===== src/rtl/slr_pkg.sv =====
package slr_pkg;
   localparam int MAX_SCALE_DEF   = 8;
   localparam int COORD_BITS_DEF  = 16;
   localparam int SCREEN_BITS_DEF = 12;

   localparam logic [2:0] OP_MOVE    = 3'd0;
   localparam logic [2:0] OP_PLOT    = 3'd1;
   localparam logic [2:0] OP_LINE    = 3'd2;
   localparam logic [2:0] OP_FILL    = 3'd3;
   localparam logic [2:0] OP_ADVANCE = 3'd4;

   localparam logic [2:0] REG_SCALE   = 3'd0;
   localparam logic [2:0] REG_VWIDTH  = 3'd1;
   localparam logic [2:0] REG_VHEIGHT = 3'd2;
   localparam logic [2:0] REG_SWIDTH  = 3'd3;
   localparam logic [2:0] REG_SHEIGHT = 3'd4;
   localparam logic [2:0] REG_PITCH   = 3'd5;
   localparam logic [2:0] REG_HOFF    = 3'd6;
   localparam logic [2:0] REG_VOFF    = 3'd7;

   // One virtual pixel job handed from the front part to the back part.
   typedef struct packed {
      logic        idle;      // idle advance: one all-zero result
      logic        in_area;   // pixel lies in the virtual area
      logic [12:0] vx;
      logic [12:0] vy;
      logic [23:0] color;
      logic        done;
   } pix_job_type;
endpackage


===== src/rtl/slr_front.sv =====
module slr_front
   import slr_pkg::*;
#(
   parameter int COORD_BITS = COORD_BITS_DEF
) (
   input  logic                         clock,
   input  logic                         reset,
   input  logic                         req_valid,
   output logic                         req_stall,
   input  logic [2:0]                   req_operation,
   input  logic signed [COORD_BITS-1:0] req_target_x,
   input  logic signed [COORD_BITS-1:0] req_target_y,
   input  logic [23:0]                  req_pen_color,
   input  logic [12:0]                  virtual_width,
   input  logic [12:0]                  virtual_height,
   output logic                         job_valid,
   input  logic                         job_stall,
   output pix_job_type                  job
);
   localparam int CB = COORD_BITS;
   typedef enum logic [1:0] {KIND_IDLE, KIND_LINE, KIND_FILL} kind_type;

   kind_type            kind_ff, kind_in;
   logic signed [CB-1:0] pen_x_ff, pen_x_in, pen_y_ff, pen_y_in;
   logic signed [CB-1:0] walk_x_ff, walk_x_in, walk_y_ff, walk_y_in;
   logic signed [CB-1:0] goal_x_ff, goal_x_in, goal_y_ff, goal_y_in;
   logic signed [CB-1:0] left_ff, left_in;
   logic signed [CB:0]   dx_ff, dx_in, dy_ff, dy_in;
   logic [1:0]           signs_ff, signs_in;
   logic signed [CB+2:0] err_ff, err_in;
   logic [23:0]          color_ff, color_in;
   logic                 jv_ff, jv_in;
   pix_job_type          job_ff, job_in;

   logic                 accept, emit;
   logic signed [CB-1:0] px, py;
   logic                 fin;
   logic signed [CB:0]   ddx, ddy;
   logic signed [CB+2:0] e2;

   assign req_stall = jv_ff && job_stall;
   assign accept    = req_valid && !req_stall;
   assign job_valid = jv_ff;
   assign job       = job_ff;

   always_comb begin
      kind_in = kind_ff; pen_x_in = pen_x_ff; pen_y_in = pen_y_ff;
      walk_x_in = walk_x_ff; walk_y_in = walk_y_ff;
      goal_x_in = goal_x_ff; goal_y_in = goal_y_ff; left_in = left_ff;
      dx_in = dx_ff; dy_in = dy_ff; signs_in = signs_ff; err_in = err_ff;
      color_in = color_ff;
      jv_in = jv_ff && job_stall;
      job_in = job_ff;
      emit = 1'b0;
      px = req_target_x; py = req_target_y;
      fin = (walk_x_ff == goal_x_ff) && (walk_y_ff == goal_y_ff);
      ddx = {req_target_x[CB-1], req_target_x} - {pen_x_ff[CB-1], pen_x_ff};
      ddy = {req_target_y[CB-1], req_target_y} - {pen_y_ff[CB-1], pen_y_ff};
      e2 = err_ff <<< 1;
      if (accept) begin
         job_in.idle = 1'b0;
         job_in.done = 1'b0;
         job_in.color = color_ff;
         case (req_operation)
            OP_MOVE: begin
               pen_x_in = req_target_x; pen_y_in = req_target_y;
            end
            OP_PLOT: begin
               kind_in = KIND_IDLE; color_in = req_pen_color;
               pen_x_in = req_target_x; pen_y_in = req_target_y;
               job_in.color = req_pen_color;
               emit = 1'b1;
            end
            OP_LINE: begin
               signs_in = {!(ddy > 0), !(ddx > 0)};
               dx_in = (ddx < 0) ? -ddx : ddx;
               dy_in = (ddy < 0) ? -ddy : ddy;
               err_in = (CB+3)'(dx_in) - (CB+3)'(dy_in);
               walk_x_in = pen_x_ff; walk_y_in = pen_y_ff;
               goal_x_in = req_target_x; goal_y_in = req_target_y;
               color_in = req_pen_color; kind_in = KIND_LINE;
               pen_x_in = req_target_x; pen_y_in = req_target_y;
            end
            OP_FILL: begin
               left_in   = (pen_x_ff < req_target_x) ? pen_x_ff : req_target_x;
               goal_x_in = (pen_x_ff > req_target_x) ? pen_x_ff : req_target_x;
               walk_y_in = (pen_y_ff < req_target_y) ? pen_y_ff : req_target_y;
               goal_y_in = (pen_y_ff > req_target_y) ? pen_y_ff : req_target_y;
               walk_x_in = left_in;
               color_in = req_pen_color; kind_in = KIND_FILL;
               pen_x_in = req_target_x; pen_y_in = req_target_y;
            end
            OP_ADVANCE: begin
               emit = 1'b1;
               if (kind_ff == KIND_IDLE) begin
                  job_in.idle = 1'b1;
               end else begin
                  px = walk_x_ff; py = walk_y_ff;
                  job_in.done = fin;
                  if (fin) begin
                     kind_in = KIND_IDLE;
                  end else if (kind_ff == KIND_LINE) begin
                     err_in = err_ff;
                     if (e2 > -(CB+3)'(dy_ff)) begin
                        err_in = err_in - (CB+3)'(dy_ff);
                        walk_x_in = signs_ff[0] ? walk_x_ff - 1'b1 : walk_x_ff + 1'b1;
                     end
                     if (e2 < (CB+3)'(dx_ff)) begin
                        err_in = err_in + (CB+3)'(dx_ff);
                        walk_y_in = signs_ff[1] ? walk_y_ff - 1'b1 : walk_y_ff + 1'b1;
                     end
                  end else if (walk_x_ff == goal_x_ff) begin
                     walk_x_in = left_ff;
                     walk_y_in = walk_y_ff + 1'b1;
                  end else begin
                     walk_x_in = walk_x_ff + 1'b1;
                  end
               end
            end
            default: ;
         endcase
      end
      if (emit) begin
         jv_in = 1'b1;
         job_in.in_area = !px[CB-1] && !py[CB-1]
                          && ({{(32-CB){1'b0}}, px} < {19'd0, virtual_width})
                          && ({{(32-CB){1'b0}}, py} < {19'd0, virtual_height});
         job_in.vx = 13'(px);
         job_in.vy = 13'(py);
      end
   end

   always_ff @(posedge clock) begin
      if (reset) begin
         kind_ff <= KIND_IDLE; pen_x_ff <= '0; pen_y_ff <= '0;
         walk_x_ff <= '0; walk_y_ff <= '0; goal_x_ff <= '0; goal_y_ff <= '0;
         left_ff <= '0; dx_ff <= '0; dy_ff <= '0; signs_ff <= '0; err_ff <= '0;
         color_ff <= '0; jv_ff <= 1'b0;
      end else begin
         kind_ff <= kind_in; pen_x_ff <= pen_x_in; pen_y_ff <= pen_y_in;
         walk_x_ff <= walk_x_in; walk_y_ff <= walk_y_in;
         goal_x_ff <= goal_x_in; goal_y_ff <= goal_y_in; left_ff <= left_in;
         dx_ff <= dx_in; dy_ff <= dy_in; signs_ff <= signs_in; err_ff <= err_in;
         color_ff <= color_in; jv_ff <= jv_in;
      end
      job_ff <= job_in;
   end
endmodule


===== src/rtl/slr_back.sv =====
module slr_back
   import slr_pkg::*;
#(
   parameter int MAX_SCALE   = MAX_SCALE_DEF,
   parameter int SCREEN_BITS = SCREEN_BITS_DEF
) (
   input  logic        clock,
   input  logic        reset,
   input  logic        job_valid,
   output logic        job_stall,
   input  pix_job_type job,
   input  logic [3:0]  scale_factor,
   input  logic [12:0] screen_width,
   input  logic [12:0] screen_height,
   input  logic [14:0] row_pitch,
   input  logic [11:0] horiz_offset,
   input  logic [11:0] vert_offset,
   output logic        rsp_valid,
   input  logic        rsp_stall,
   output logic        rsp_write_valid,
   output logic [11:0] rsp_phys_x,
   output logic [11:0] rsp_phys_y,
   output logic [25:0] rsp_byte_offset,
   output logic [23:0] rsp_pixel_value,
   output logic        rsp_last_write,
   output logic        rsp_primitive_done
);
   localparam logic [13:0] LIM = 14'(1) << SCREEN_BITS;
   typedef enum logic {ST_IDLE, ST_RUN} state_type;

   state_type   state_ff;
   pix_job_type cur_ff;
   logic [3:0]  s_ff, i_ff, j_ff;
   logic [25:0] x0_ff, y0_ff;
   logic        ov_ff;
   logic        w_ff, l_ff, d_ff;
   logic [11:0] x_ff, yy_ff;
   logic [25:0] off_ff;
   logic [23:0] c_ff;

   logic [3:0]  s_eff;
   logic [13:0] sw, sh;
   logic [25:0] px, py;
   logic        keep, last, out_free;

   always_comb begin
      s_eff = scale_factor;
      if (s_eff == 4'd0) s_eff = 4'd1;
      if (s_eff > 4'(MAX_SCALE)) s_eff = 4'(MAX_SCALE);
      sw = ({1'b0, screen_width} < LIM) ? {1'b0, screen_width} : LIM;
      sh = ({1'b0, screen_height} < LIM) ? {1'b0, screen_height} : LIM;
      px = x0_ff + 26'(j_ff);
      py = y0_ff + 26'(i_ff);
      keep = cur_ff.in_area && !cur_ff.idle && (px < 26'(sw)) && (py < 26'(sh));
      last = !cur_ff.in_area || cur_ff.idle
             || ((i_ff == s_ff - 4'd1) && (j_ff == s_ff - 4'd1));
   end

   assign out_free  = !ov_ff || !rsp_stall;
   assign job_stall = (state_ff == ST_RUN);

   always_ff @(posedge clock) begin
      if (reset) begin
         state_ff <= ST_IDLE; ov_ff <= 1'b0;
      end else begin
         ov_ff <= (ov_ff && rsp_stall) || ((state_ff == ST_RUN) && out_free);
         case (state_ff)
            ST_IDLE: if (job_valid) begin
               cur_ff <= job;
               s_ff <= s_eff; i_ff <= '0; j_ff <= '0;
               x0_ff <= 26'(horiz_offset) + 26'(job.vx) * 26'(s_eff);
               y0_ff <= 26'(vert_offset) + 26'(job.vy) * 26'(s_eff);
               state_ff <= ST_RUN;
            end
            ST_RUN: if (out_free) begin
               w_ff <= keep;
               x_ff <= keep ? 12'(px) : '0;
               yy_ff <= keep ? 12'(py) : '0;
               off_ff <= keep ? 26'(py * 26'(row_pitch) + (px << 2)) : '0;
               c_ff <= keep ? cur_ff.color : '0;
               l_ff <= last;
               d_ff <= cur_ff.done;
               if (last) state_ff <= ST_IDLE;
               else if (j_ff == s_ff - 4'd1) begin
                  j_ff <= '0; i_ff <= i_ff + 4'd1;
               end else j_ff <= j_ff + 4'd1;
            end
            default: state_ff <= ST_IDLE;
         endcase
      end
   end

   assign rsp_valid          = ov_ff;
   assign rsp_write_valid    = w_ff;
   assign rsp_phys_x         = x_ff;
   assign rsp_phys_y         = yy_ff;
   assign rsp_byte_offset    = off_ff;
   assign rsp_pixel_value    = c_ff;
   assign rsp_last_write     = l_ff;
   assign rsp_primitive_done = d_ff;
endmodule


===== src/rtl/scaled_line_rect_rasterizer.sv =====
// Channel   | valid / stall           | payload
// req       | req_valid / req_stall   | operation, target_x, target_y, pen_color
// rsp       | rsp_valid / rsp_stall   | write_valid .. primitive_done
// csr       | APB psel/penable        | eight registers at 4*i
// A plot or advance emits scale*scale results (one for a dropped pixel or an
// idle advance), one a cycle while rsp_stall is low; the first passes through
// the front's job register and then the back's job load. Each job costs the
// back a load step on top of its results; move/line/fill emit no result.
// Reset (synchronous, active high) restores register defaults and idles the pen.
// The front takes commands unless the one-entry job register is full and the
// back busy; rsp_stall holds the back sequencer and, through it, the front.
module scaled_line_rect_rasterizer
   import slr_pkg::*;
#(
   parameter int MAX_SCALE   = MAX_SCALE_DEF,
   parameter int COORD_BITS  = COORD_BITS_DEF,
   parameter int SCREEN_BITS = SCREEN_BITS_DEF
) (
   input  logic                         clock,
   input  logic                         reset,
   input  logic                         req_valid,
   output logic                         req_stall,
   input  logic [2:0]                   req_operation,
   input  logic signed [COORD_BITS-1:0] req_target_x,
   input  logic signed [COORD_BITS-1:0] req_target_y,
   input  logic [23:0]                  req_pen_color,
   output logic                         rsp_valid,
   input  logic                         rsp_stall,
   output logic                         rsp_write_valid,
   output logic [11:0]                  rsp_phys_x,
   output logic [11:0]                  rsp_phys_y,
   output logic [25:0]                  rsp_byte_offset,
   output logic [23:0]                  rsp_pixel_value,
   output logic                         rsp_last_write,
   output logic                         rsp_primitive_done,
   input  logic                         psel,
   input  logic                         penable,
   input  logic                         pwrite,
   input  logic [4:0]                   paddr,
   input  logic [31:0]                  pwdata,
   output logic [31:0]                  prdata,
   output logic                         pready
);
   logic [3:0]  scale_ff;
   logic [12:0] vw_ff, vh_ff, sw_ff, sh_ff;
   logic [14:0] pitch_ff;
   logic [11:0] hoff_ff, voff_ff;
   logic        job_valid, job_stall;
   pix_job_type job;
   logic [2:0]  reg_idx;

   assign pready  = 1'b1;
   assign reg_idx = paddr[4:2];

   // Write registers on the access cycle.
   always_ff @(posedge clock) begin
      if (reset) begin
         scale_ff <= 4'd1; vw_ff <= 13'd640; vh_ff <= 13'd480;
         sw_ff <= 13'd640; sh_ff <= 13'd480; pitch_ff <= 15'd2560;
         hoff_ff <= '0; voff_ff <= '0;
      end else if (psel && penable && pwrite) begin
         case (reg_idx)
            REG_SCALE:   scale_ff <= pwdata[3:0];
            REG_VWIDTH:  vw_ff <= pwdata[12:0];
            REG_VHEIGHT: vh_ff <= pwdata[12:0];
            REG_SWIDTH:  sw_ff <= pwdata[12:0];
            REG_SHEIGHT: sh_ff <= pwdata[12:0];
            REG_PITCH:   pitch_ff <= pwdata[14:0];
            REG_HOFF:    hoff_ff <= pwdata[11:0];
            REG_VOFF:    voff_ff <= pwdata[11:0];
            default: ;
         endcase
      end
   end

   always_comb begin
      case (reg_idx)
         REG_SCALE:   prdata = {28'd0, scale_ff};
         REG_VWIDTH:  prdata = {19'd0, vw_ff};
         REG_VHEIGHT: prdata = {19'd0, vh_ff};
         REG_SWIDTH:  prdata = {19'd0, sw_ff};
         REG_SHEIGHT: prdata = {19'd0, sh_ff};
         REG_PITCH:   prdata = {17'd0, pitch_ff};
         REG_HOFF:    prdata = {20'd0, hoff_ff};
         REG_VOFF:    prdata = {20'd0, voff_ff};
         default:     prdata = '0;
      endcase
   end

   slr_front #(.COORD_BITS(COORD_BITS)) u_front (
      .clock, .reset, .req_valid, .req_stall, .req_operation, .req_target_x,
      .req_target_y, .req_pen_color, .virtual_width(vw_ff),
      .virtual_height(vh_ff), .job_valid, .job_stall, .job
   );

   slr_back #(.MAX_SCALE(MAX_SCALE), .SCREEN_BITS(SCREEN_BITS)) u_back (
      .clock, .reset, .job_valid, .job_stall, .job, .scale_factor(scale_ff),
      .screen_width(sw_ff), .screen_height(sh_ff), .row_pitch(pitch_ff),
      .horiz_offset(hoff_ff), .vert_offset(voff_ff), .rsp_valid, .rsp_stall,
      .rsp_write_valid, .rsp_phys_x, .rsp_phys_y, .rsp_byte_offset,
      .rsp_pixel_value, .rsp_last_write, .rsp_primitive_done
   );

`ifndef ASSERT_OFF
   a_clip_zero: assert property (@(posedge clock) disable iff (reset)
      rsp_valid && !rsp_write_valid |-> rsp_byte_offset == 26'd0 && rsp_pixel_value == 24'd0)
      else $error("clipped result carries data");
   a_hold: assert property (@(posedge clock) disable iff (reset)
      rsp_valid && rsp_stall |=> rsp_valid)
      else $error("result dropped under stall");
`endif
endmodule

===== config.mk =====
export PLATFORM = sky130hd
export DESIGN_NAME = scaled_line_rect_rasterizer
export DESIGN_NICKNAME = d
export VERILOG_FILES = /design/src/rtl/slr_pkg.sv /design/src/rtl/slr_front.sv /design/src/rtl/slr_back.sv /design/src/rtl/scaled_line_rect_rasterizer.sv
export SDC_FILE = /design/constraint.sdc
export NUM_CORES = 2
export LEC_CHECK = 0
export BUFFER_PORTS_ARGS = -buffer_cell sky130_fd_sc_hd__buf_2
export CORE_MARGIN = 2
export CORE_UTILIZATION = 41
export DETAILED_ROUTE_END_ITERATION = 8
export PLACE_DENSITY = 0.6
export SYNTH_ARGS = -nofsm -noshare
export SYNTH_HDL_FRONTEND = slang
export SYNTH_SLANG_ARGS = --single-unit

===== constraint.sdc =====
create_clock -name clock -period 8.25 [get_ports clock]
set_input_delay 0.4125 -clock clock [delete_from_list [all_inputs] [get_ports clock]]
set_output_delay 0.4125 -clock clock [all_outputs]
set_load 0.02 [all_outputs]

==> metrics.md <==
| Metric | Value |
|---|---|
| Status | finished clean |
| Design internal power | roughly 5.2 mW |
| Logic pwr share | 28.0% |
| Worst-skew pair later-pin latency | 0.67 ns |
| Max Slew Vio Count | 0 |
| Top_reg_cell synth | dfxtp_1 |
| Arrival time worst endpoint | 8.38 ns |
| CP endpoint | u_back.rsp_byte_offset[25] |
| CP startpoint kind | flip-flop |
| #FFs+latches synth | 495 |
| Max Buffers Root-to-Sink | 3 |
| Via density | 5.466 |
| Clock Power Share | 37.3% |
| Via count | around 34000 |
| Initial Utilization | between 40% and 50% |
| Row Count | 116 |
| NetSw | 2.522 mW |
| First-pass GRT wire length | just under 200000 µm |
| Min Tclk post-route | 7.971 ns |
| Critical R2R Capture | u_back.rsp_byte_offset[25] |
| Setup violations, final | 0 |
| Post-synth EDFFs | a little over 200 |
| Worst-Margin Slew | 1.184 ns |
| Reg clk slew, reported paths | 0.06 ns |
| Count of input and output buffers | around 180 |
| Power Density | 167.4 nW/µm² |
| Crit-path most repeated cell | fa_1 |
| Nature of the critical path endpoint | flip-flop |
| CP max-delay cell | a2111oi_4 |
| Final WL | 125200 µm |
| Fmax | around 0.13 GHz |
| WL/cell | between 20 and 25 µm |
| CP startpoint | u_back.i_ff[0] |
| Async S/R FF share, synth | 0% |
| Die Ht | 322.8 µm |
| Total Routing Usage GR | 24.03% |
| Register area share after synthesis | roughly 29% |
| Post-route ant nets | 0 |
| Crit Path Max Fanout | 13 |
| Worst r2r path cells | 29 |
| Syn Area/Cell | 8.947 µm² |
| RSZ-0062 raised after global routing | no |
| Layout cells sized above 1 | 10.38% |
| Worst clock skew | 0.03844 ns |
| Sequential Power Share | between 30% and 40% |
| Syn. warnings | 0 |
| Max-Cap Viols | 0 |
| H-tree depth | 2 |
| Fin. Hold Viols | 0 |
| Antenna violations before repair | 13 |
| Clk Tree Root Cell | clkbuf_16 |
| Final setup TNS | 0 ns |
| Largest cells by area after synthesis | edfxtp_1 (15%), dfxtp_1 (14%), fa_1 (14%), ha_1 (9.2%), nand2_1 (5.6%) |
| Largest net degree at the start of global routing | 144 |
| P&R area growth vs syn | 11.27% |
| # DRC | 0 |
| Die W | 322.8 µm |
| Nets | roughly 5400 |
| Net Sw Frac | 32.49% |
| Delay-heaviest family, CP | adder cells |
| CTS Buf Count | 59 |
| FILL cells | 9726 |
| Mapped Cells | about 4700 |
| Num Clock Sinks | 495 |
| DRT Pass-1 Iters | 9 |
| Largest stage delay, worst path | 0.55 ns |
| Synth cell types | approximately 100 |
| Worst hold path class | in -> reg |
| IO Count | 215 |
| Fin area | 46360 µm² |
| Worst VDD drop | 0.1759 mV |
| Worst path bufs/invs | 7 |
| Mapped cell area | about 42000 µm² |
| Die Area | roughly 100000 µm² |
| Synth area leader | edfxtp_1 |
| Core area | ~100000 µm² |
| Number of global-route vias before repair | between 30000 and 40000 |
| P_leak | ~19 nW |
| Slew margin rel. | 21.10% |
| Levels on crit path | 29 |
| Worst EP required | 8.66 ns |
| Gr ovfl total | 0 |
| Critical R2R Launch | u_back.i_ff[0] |
| GPL Wtd Cong | a little over 0.9 |
| Setup slack, reg-to-reg | 0.28 ns |
| DP HPWL | 95140 µm |
| Worst Path Class, Setup | reg -> reg |
| DRT iter0 DRCs | about 2300 |
| Synth top area share | 14.77% |
| Cell Area, Placed | 43890 µm² |
| Period utilization | 96.61% |
| TritonCTS clock tree | yes |
[power groups by stage]
stage | combinational (mW) | clock, mW | sequential [mW]
after detailed placement | 2.14 | 0 | 2.75
after CTS | 2.16 | 2.95 | 2.70
after global routing | 2.41 | 3.03 | 2.71
after global placement | 2.11 | 0 | 2.75
final | 2.17 | 2.89 | 2.70
after floorplan | 1.60 | 0 | 2.72
[per-layer routing]
layer | track usage [%] | share of wire [%]
met3 | 3.767 | 5.8
met1 | 31.02 | 43
met4 | 9.127 | 4.0
met5 | 0 | 0.12
met2 | 40.42 | 47
[worst min path at each step]
stage,from,end,slack (ns),cells after the start
after floorplan,u_front.job[0],u_back.cur_ff[0],0.40,0
after global placement,u_front.job[8],u_back.cur_ff[8],0.40,0
after detailed placement,u_front.job[12],u_back.cur_ff[12],0.40,0
after CTS,req_pen_color[13],u_front.color_ff[13],0.0002,3
after global routing,req_pen_color[13],u_front.color_ff[13],0.03,3
final,req_pen_color[13],u_front.color_ff[13],0.04,3
[Yosys cell counts (13+ instances only)]
cell	count
xor2_1	125
a22oi_1	13
xnor2_1	152
inv_1	488
mux4_2	14
o31ai_1	17
mux2_2	62
nand3_1	75
fa_1	286
buf_4	20
nand4_1	28
nor2_1	291
o21a_1	29
clkbuf_1	211
a21o_1	38
a211oi_1	109
and3_1	40
nor3_1	75
a311oi_1	15
o21ai_0	146
nand2b_1	26
and2_1	208
or3_1	20
a21oi_1	278
a221oi_1	14
mux2i_1	86
a31oi_1	31
nor2b_1	38
edfxtp_1	205
ha_1	308
nand2_1	617
nor4_1	28
o211ai_1	24
dfxtp_1	290
o21bai_1	13
o2111ai_1	13
buf_2	19
[cells by family (layout without fill, tap and decap cells)]
logic type / count (synthesis) / after routing / share of synthesized area, %
AO/OA/AOI/OAI: 863 / 863 / 13.71
XOR/XNOR: 279 / 279 / 5.931
adder cells (fa/ha/maj): 594 / 594 / 22.99
buffers and inverters: 753 / 876 / 7.057
flip-flops: 495 / 495 / 28.71
multiplexers: 162 / 162 / 4.498
other: 2 / 21 / 0.01802
AND/OR/NAND/NOR: 1509 / 1509 / 17.09
[layout make-up]
class | instances | area [µm²] | share of cell area, %
Sequential cell | 495 | 11960 | 25.80
Clock buffer | 80 | 1669 | 3.600
Tap cell | 1357 | 1698 | 3.662
Clock inverter | 30 | 474.2 | 1.023
Multi-Input combinational cell | 3425 | 26990 | 58.21
Antenna cell | 3 | 7.507 | 0.01619
Inverter | 490 | 1839 | 3.967
Timing Repair Buffer | 276 | 1728 | 3.727
[tightest hold or removal path: stages]
cell and delay (ns):
buf_2 0.11, nand2_1 0.06, a21oi_1 0.07
[flip-flops by register name, indices dropped and copies added (netlist names), 13 cells and up]
register / count
sh_ff: 13
u_front.dx_ff: 17
pitch_ff: 15
u_front.err_ff: 18
u_front.walk_y_ff: 16
u_front.color_ff: 24
u_back.y0_ff: 18
vh_ff: 13
u_back.rsp_byte_offset: 26
vw_ff: 13
u_front.dy_ff: 17
u_front.pen_x_ff: 16
u_front.pen_y_ff: 16
u_front.goal_x_ff: 16
u_back.cur_ff: 27
u_back.x0_ff: 18
u_front.left_ff: 16
sw_ff: 13
u_front.goal_y_ff: 16
u_front.job: 53
u_front.walk_x_ff: 16
u_back.rsp_pixel_value: 24
[cells in the final DEF, fill, tap and decap left out, types with 14 or more instances in the layout]
cell type	netlist	routed
nand3_1	75	74
buf_4	20	71
fa_1	286	286
xnor2_1	152	148
mux2i_1	86	85
conb_1	2	18
and2_1	208	208
clkbuf_16	0	62
nand4_1	28	28
xor2_1	125	124
mux4_2	14	14
o21ai_0	146	145
nor2_1	291	286
nor2b_1	38	36
nand2_1	617	617
o21a_1	29	29
nor3_1	75	71
nor4_1	28	28
dlygate4sd3_1	0	26
and3_1	40	38
a21oi_1	278	277
a21o_1	38	38
a31oi_1	31	30
dfxtp_1	290	290
o211ai_1	24	24
a211oi_1	109	109
nand2b_1	26	25
a221oi_1	14	14
buf_2	19	176
or3_1	20	20
ha_1	308	308
a311oi_1	15	15
edfxtp_1	205	205
o31ai_1	17	17
mux2_2	62	62
inv_1	488	487
[what timing repair did]
| item | 4_1_cts | 5_1_grt |
|---|---|---|
| hold endpoints to repair | 26 | 0 |
| hold buffers | 26 | 0 |
| setup buffers | 0 | 2 |
| setup endpoints to repair | 0 | 3 |
| gates resized for setup | 0 | 9 |
[metrics by stage]
step           total power [mW]  cells  utilization (%)  hold WS, ns  setup slack (ns)
6_report                  7.763   6156            46.16      0.04093            0.2793
2_1_floorplan             4.323   4673                -       0.4003            0.6742
5_1_grt                   8.153   6154            46.16      0.03252          0.002777
4_1_cts                   7.809   6151            46.10    0.0002238            0.1826
3_3_place_gp              4.858   6015            43.70       0.4004            0.1959
3_5_place_dp              4.886   6015            43.70       0.4045            0.1701
Power figures use the tool's default switching activity.
